File: src/rtl/sf_pkg.sv
package sf_pkg;

  // Delay ring and sine table geometry.
  localparam int BUFFER_LEN      = 4096;
  localparam int ADDR_W          = $clog2(BUFFER_LEN);
  localparam int SINE_TABLE_SIZE = 256;
  localparam int SINE_W          = $clog2(SINE_TABLE_SIZE);

  // Fixed field widths.
  localparam int CFG_W     = 20;
  localparam int CFG_IDX_W = 3;
  localparam int SAMPLE_W  = 16;
  localparam int RING_W    = 18;
  localparam int SINE_DW   = 17;
  localparam int GAIN_W    = 17;
  localparam int OGAIN_W   = 31;
  localparam int FRAC_W    = 8;
  localparam int DELAY_W   = ADDR_W + FRAC_W;

  // Iterative divider: the quotient always fits in DIV_Q_W bits.
  localparam int DIV_NUM_W = 64;
  localparam int DIV_DEN_W = 46;
  localparam int DIV_Q_W   = 19;
  localparam int DIV_CNT_W = $clog2(DIV_Q_W + 1);

  // Lane datapath widths.
  localparam int X_W    = 19;
  localparam int AX_W   = 18;
  localparam int Y_W    = 36;
  localparam int AY_W   = 35;
  localparam int SQ_W   = 36;
  localparam int P_W    = 37;
  localparam int PSPLIT = 19;
  localparam int ACC_W  = 55;
  localparam int CD_W   = 40;

  localparam int RING_MAX   = 2 ** (RING_W - 1) - 1;
  localparam int RING_MIN   = -(2 ** (RING_W - 1));
  localparam int SAMPLE_MAX = 2 ** (SAMPLE_W - 1) - 1;
  localparam int SAMPLE_MIN = -(2 ** (SAMPLE_W - 1));

  localparam int MAX_DELAY = (BUFFER_LEN - 1) * (2 ** FRAC_W);

  localparam logic [GAIN_W-1:0]  UNITY      = GAIN_W'(32768);
  localparam logic [13:0]        OUT_GAIN_K = 14'd13518;
  localparam logic [OGAIN_W-1:0] OGAIN_ONE  = OGAIN_W'(64'd1 << 30);
  localparam logic [P_W-1:0]     CLIP_BASE  = P_W'(64'd15 << 30);

  typedef enum logic [CFG_IDX_W-1:0] {
    REG_LFO_PERIOD = 3'd0,
    REG_CENTER     = 3'd1,
    REG_SWEEP      = 3'd2,
    REG_REGEN      = 3'd3,
    REG_MIX        = 3'd4
  } cfg_reg_t;

  typedef enum logic [3:0] {
    T_IDLE,
    T_PHASE_GO,
    T_PHASE_WAIT,
    T_SWEEP,
    T_DELAY,
    T_LANES_GO,
    T_LANES_WAIT,
    T_PUSH
  } top_state_t;

  typedef enum logic [3:0] {
    L_CLEAR,
    L_IDLE,
    L_RD_PREV,
    L_RD_NEXT,
    L_INTERP,
    L_FEEDBK,
    L_MIX,
    L_SQUARE,
    L_PROD_LO,
    L_PROD_HI,
    L_CLIP_GO,
    L_CLIP_WAIT,
    L_OUT_GO,
    L_OUT_WAIT
  } lane_state_t;

  typedef struct packed {
    logic [ADDR_W-1:0]  tap;
    logic [FRAC_W-1:0]  frac;
    logic [ADDR_W-1:0]  wpos;
    logic [GAIN_W-1:0]  regen;
    logic [GAIN_W-1:0]  mix;
    logic [OGAIN_W-1:0] ogain;
  } sf_cmd_t;

  typedef struct packed {
    logic ready;
    logic done;
  } sf_lane_stat_t;

  typedef logic signed [SINE_DW-1:0] sine_lut_t [SINE_TABLE_SIZE];

  // Polynomial sine, one entry per table step, Q2.15 with full scale 32768.
  function automatic sine_lut_t build_sine();
    sine_lut_t t;
    longint p;
    longint z;
    longint zz;
    longint s;
    longint quad;
    for (int k = 0; k < SINE_TABLE_SIZE; k++) begin
      p    = (longint'(k) * 65536) / SINE_TABLE_SIZE;
      quad = (p >> 14) & 3;
      z    = p & 16383;
      if (quad == 1 || quad == 3) begin
        z = 16384 - z;
      end
      zz = (z * z) >> 14;
      s  = 10512 - ((zz * 1160) >> 14);
      s  = 25736 - ((zz * s) >> 14);
      s  = ((z * s) >> 14) * 2;
      if (quad >= 2) begin
        s = -s;
      end
      t[k] = SINE_DW'(s);
    end
    return t;
  endfunction

  localparam sine_lut_t SINE_LUT = build_sine();

endpackage

File: src/rtl/sf_div.sv
module sf_div import sf_pkg::*; (
  input  logic                 clk,
  input  logic                 rst_n,
  input  logic                 start,
  input  logic [DIV_NUM_W-1:0] num,
  input  logic [DIV_DEN_W-1:0] den,
  output logic                 done,
  output logic [DIV_Q_W-1:0]   quot
);

  // Restoring division, one quotient bit per cycle, most significant first.
  logic [DIV_NUM_W-1:0] rem_r, rem_nxt;
  logic [DIV_NUM_W-1:0] dsh_r, dsh_nxt;
  logic [DIV_Q_W-1:0]   q_r, q_nxt;
  logic [DIV_CNT_W-1:0] cnt_r, cnt_nxt;
  logic                 done_r, done_nxt;

  always_comb begin
    rem_nxt  = rem_r;
    dsh_nxt  = dsh_r;
    q_nxt    = q_r;
    cnt_nxt  = cnt_r;
    done_nxt = 1'b0;
    if (start) begin
      rem_nxt = num;
      dsh_nxt = {den, {(DIV_Q_W - 1){1'b0}}};
      q_nxt   = '0;
      cnt_nxt = DIV_CNT_W'(DIV_Q_W);
    end else if (cnt_r != '0) begin
      if (rem_r >= dsh_r) begin
        rem_nxt = rem_r - dsh_r;
        q_nxt   = {q_r[DIV_Q_W-2:0], 1'b1};
      end else begin
        q_nxt   = {q_r[DIV_Q_W-2:0], 1'b0};
      end
      dsh_nxt  = dsh_r >> 1;
      cnt_nxt  = cnt_r - 1'b1;
      done_nxt = (cnt_r == DIV_CNT_W'(1));
    end
  end

  always_ff @(posedge clk) begin
    if (!rst_n) begin
      cnt_r  <= '0;
      done_r <= 1'b0;
    end else begin
      cnt_r  <= cnt_nxt;
      done_r <= done_nxt;
    end
  end

  always_ff @(posedge clk) begin
    rem_r <= rem_nxt;
    dsh_r <= dsh_nxt;
    q_r   <= q_nxt;
  end

  assign done = done_r;
  assign quot = q_r;

endmodule

File: config.mk
export PLATFORM = sky130hd
export DESIGN_NAME = sf_div
export DESIGN_NICKNAME = d
export VERILOG_FILES = /design/src/rtl/sf_pkg.sv /design/src/rtl/sf_div.sv
export SDC_FILE = /design/constraint.sdc
export NUM_CORES = 1
export LEC_CHECK = 0
export BUFFER_PORTS_ARGS = -buffer_cell sky130_fd_sc_hd__buf_4
export CAP_MARGIN = 20
export CORE_ASPECT_RATIO = 0.5
export CORE_MARGIN = 2
export CORE_UTILIZATION = 59
export CTS_CLUSTER_DIAMETER = 200
export DETAILED_ROUTE_END_ITERATION = 12
export GPL_TIMING_DRIVEN = 0
export MAX_ROUTING_LAYER = met4
export PLACE_DENSITY = 0.83
export REMOVE_ABC_BUFFERS = 1
export SETUP_SLACK_MARGIN = 0.4
export SYNTH_ARGS = -nofsm -noshare
export SYNTH_HDL_FRONTEND = slang
export SYNTH_SLANG_ARGS = --single-unit
File: constraint.sdc
create_clock -name clk -period 6.1 [get_ports clk]
set_input_delay 0.305 -clock clk [delete_from_list [all_inputs] [get_ports clk]]
set_output_delay 0.305 -clock clk [all_outputs]
set_load 0.005 [all_outputs]
==> flow_summary_export.csv <==
group,metric,value,unit
run_status,status,"complete, no violations",
clocking,post_cts_buffers,0,
timing,rsz0062_at_grt,"false",
setup_path,cp_slowest_cell,"nand2_4",
power_and_ir_drop,power_leakage,0.00483,uW
floorplanning,die_h,96.6,um
timing,skew,0.0169,ns
drt,wl_per_cell,16.9,um
drt,dr_wl_met3,2140,um
clocking,cts_made_buffers,17,
setup_path,end_kind,"flip-flop",
synth,synthTopCellsByCount,"237 x nand2_1, 115 x a21oi_1, 110 x edfxtp_1",
clocking,cts-root-buf,"clkbuf_16",
final_layout,antenna_cells,0,
floorplanning,io_pins,133,
drt,drtAntennaViolNets,0,
final_layout,fill_cells,1313,
place,hpwl,18000,um
floorplanning,die_w,189,um
timing,layout_worst_path_cycle_share,75.1,%
drt,drc,0,
hold_path,worstHoldStart,"den[32]",
timing,worstMarginPinSlew,0.972,ns
timing,report.final.setup_viol,0,
timing,drv_slew,0,
timing,fin_hold_ws,0.143,ns
hold_path,holdPathEnd,"dsh_r[50]$_DFFE_PP_",
floorplanning,rows,33,
setup_path,crit_fanout,64,
drt,routed-wl-met2,11300,um
power_and_ir_drop,p_sw_share,44.1,%
timing,tns,0,ns
synth,yosysTopAreaCell,"edfxtp_1",
global_route,grt_max_degree,182,
global_route,grt_use_total,28.7,%
place,routabilityCongestion,0.975,
timing,slew_headroom,35.2,%
synth,ys_seq_area_share,41.1,%
setup_path,crit_type,"flip-flop to flip-flop",
drt,highest-signal-layer,"met4",
synth,synth_area,10100,um2
drt,wl_met1,11600,um
drt,vias,9044,
clocking,cts_tree,"done",
drt,wl,25500,um
floorplanning,start_util,61.0,%
clocking,holdBufCountCts,0,
synth,ys_types,61,
global_route,grt_pass1_wl,41600,um
setup_path,reg2reg_to,"rem_r[33]$_DFFE_PP_",
drt,drt_first_pass_iters,8,
final_layout,synthToLayoutAreaGrowth,16.8,%
place,place_area,11300,um2
clocking,clkTransAtPathRegs,0.08,ns
drt,vias_per_cell,6.00,
power_and_ir_drop,intPower,3400,uW
hold_path,hold_path_class,"primary input to flip-flop",
setup_path,worst_ep_arrival_time,4.53,ns
power_and_ir_drop,pwr-share-comb,56.7,%
setup_path,cp_cell_sequence,"inv_1 -> ha_1 -> inv_1 -> fa_1 -> a21o_2 -> a311o_2 -> o2111ai_4 -> o21a_1 -> o311ai_4 -> a211o_1 -> a21oi_2 -> a211oi_1 -> o21ai_0 -> nand2_4",
setup_path,cp.required,6.04,ns
power_and_ir_drop,seq_power_share,26.9,%
global_route,grt.overflow.total,0,
setup_path,crit_path_frequent_cell,"inv_1",
power_and_ir_drop,p_switching,2680,uW
global_route,grt_pass1_vias,8794,
final_layout,stdcell_area,11800,um2
synth,yosys_warnings,0,
power_and_ir_drop,ir_drop,0.291,mV
setup_path,reg2reg_depth,14,
clocking,clkSinkCount,153,
synth,syn_area_per_cell,8.57,um2
hold_path,holdPathStages,3,
synth,synth_edf_count,110,
power_and_ir_drop,total_power,6070,uW
global_route,antenna_found_initial,0,
setup_path,reg2reg_slack,1.52,ns
setup_path,crit_path_max_incr_delay,0.60,ns
final_layout,drive_above_1_share,15.0,%
setup_path,crit_path_start_kind,"flip-flop",
power_and_ir_drop,pwr_density_cell,514,nW/um2
power_and_ir_drop,pwr-share-clk,16.4,%
run,max_cap_violations,0,
clocking,cts_resized,0,
synth,ys_seq_elements,153,
setup_path,worst_r2r_startpoint,"rem_r[0]$_DFFE_PP_",
floorplanning,die_area,18300,um2
timing,min_period,4.58,ns
drt,drt_iter0_markers,967,
clocking,clk_latency,0.43,ns
clocking,clk_path_buf_depth,2,
place,portBuffers,132,
timing,fmax,218,MHz
final_layout,multi_input_area,5410,um2
timing,hold_viol_final,0,
clocking,h-tree-depth,4,
synth,synth_flop_cell,"edfxtp_1",
final_layout,seq_area,4160,um2
synth,yosysMostFrequentCell,"nand2_1",
synth,ys_top_cells_by_area,"edfxtp_1 33%, nand2_1 8.8%, dfxtp_1 8.5%",
synth,async_flop_share,0,%
floorplanning,design.core.area,16600,um2
final_layout,nNetsFinal,1448,
synth,synthCells,1181,
synth,yosys.area.top_type_share,32.6,%
## routing by layer
layer	track usage [%]	vias to the layer above
li1	-	4391
met1	39.5	4215
met2	43.5	391
met3	5.52	47
met4	8.11	0
met5	-	-
## registers in the layout, indices dropped and copies added, names as in the netlist
name,cells
done,1
dsh_r,64
rem_r,64
quot,19
cnt_r,5
## cell usage in the layout, fill, tap and decap left out, types with 27 or more instances in the layout
cell,n
a21o_1,31
nor2_1,45
a21oi_1,115
inv_1,80
xnor2_1,33
nand2_1,235
xor2_1,27
edfxtp_1,110
o21ai_0,101
buf_4,131
o31ai_1,51
ha_1,66
dfxtp_1,43
## final cells by class
type / instances / area share (%)
inverters: 80 / 2.54
flip-flops and latches: 153 / 35.2
clock buffers: 17 / 3.60
well taps: 227 / 2.40
clock inverters: 15 / 0.995
multi-input cells: 879 / 45.8
repair buffers: 137 / 9.48
## power by group through the flow
stage	Combinational, uW	Clock [uW]	Sequential [uW]
2_1_floorplan	2540	0	1630
3_3_place_gp	3170	0	1650
3_5_place_dp	3320	0	1650
4_1_cts	3370	997	1630
5_1_grt	3770	1040	1660
6_report	3450	995	1630
## worst max-delay path: cells and delay by family, from the launching register on
| kind | cells | cell delay, ns |
|---|---|---|
| AOI/OAI and AO/OA | 9 | 2.36 |
| and+or+nand+nor | 1 | 0.60 |
| adders and majority gates | 2 | 0.58 |
| DFF | 1 | 0.37 |
| buffers and inverters | 2 | 0.13 |
## logic make-up after synthesis
group	after synthesis	synth area share (%)
simple gates	376	16.2
xor+xnor	60	5.19
compound gates	372	23.1
fa+ha+maj	67	8.35
buf+inv	149	5.61
mux	4	0.433
flops	153	41.1
## worst max-delay path by stage
| stage | startpoint | to | slack (ns) | cells after the start |
|---|---|---|---|---|
| 2_1_floorplan | cnt_r[0]$_SDFFE_PN0P_ | dsh_r[18]$_DFFE_PP_ | 0.36 | 5 |
| 3_3_place_gp | cnt_r[0]$_SDFFE_PN0P_ | dsh_r[62]$_DFFE_PP_ | -2.77 | 5 |
| 3_5_place_dp | rem_r[0]$_DFFE_PP_ | rem_r[34]$_DFFE_PP_ | 1.57 | 14 |
| 4_1_cts | rem_r[0]$_DFFE_PP_ | rem_r[33]$_DFFE_PP_ | 1.52 | 14 |
| 5_1_grt | rem_r[0]$_DFFE_PP_ | rem_r[34]$_DFFE_PP_ | 1.20 | 14 |
| 6_report | rem_r[0]$_DFFE_PP_ | rem_r[33]$_DFFE_PP_ | 1.52 | 14 |
## per-stage QoR
stage	utilization [%]	std cells	worst slack, ns
6_report	71.2	1508	1.52
5_1_grt	71.2	1508	1.20
4_1_cts	71.2	1508	1.52
3_5_place_dp	68.0	1476	1.57
3_3_place_gp	67.1	1471	-2.77
2_1_floorplan	-	1112	0.356
(Power assumes the default switching activity.)
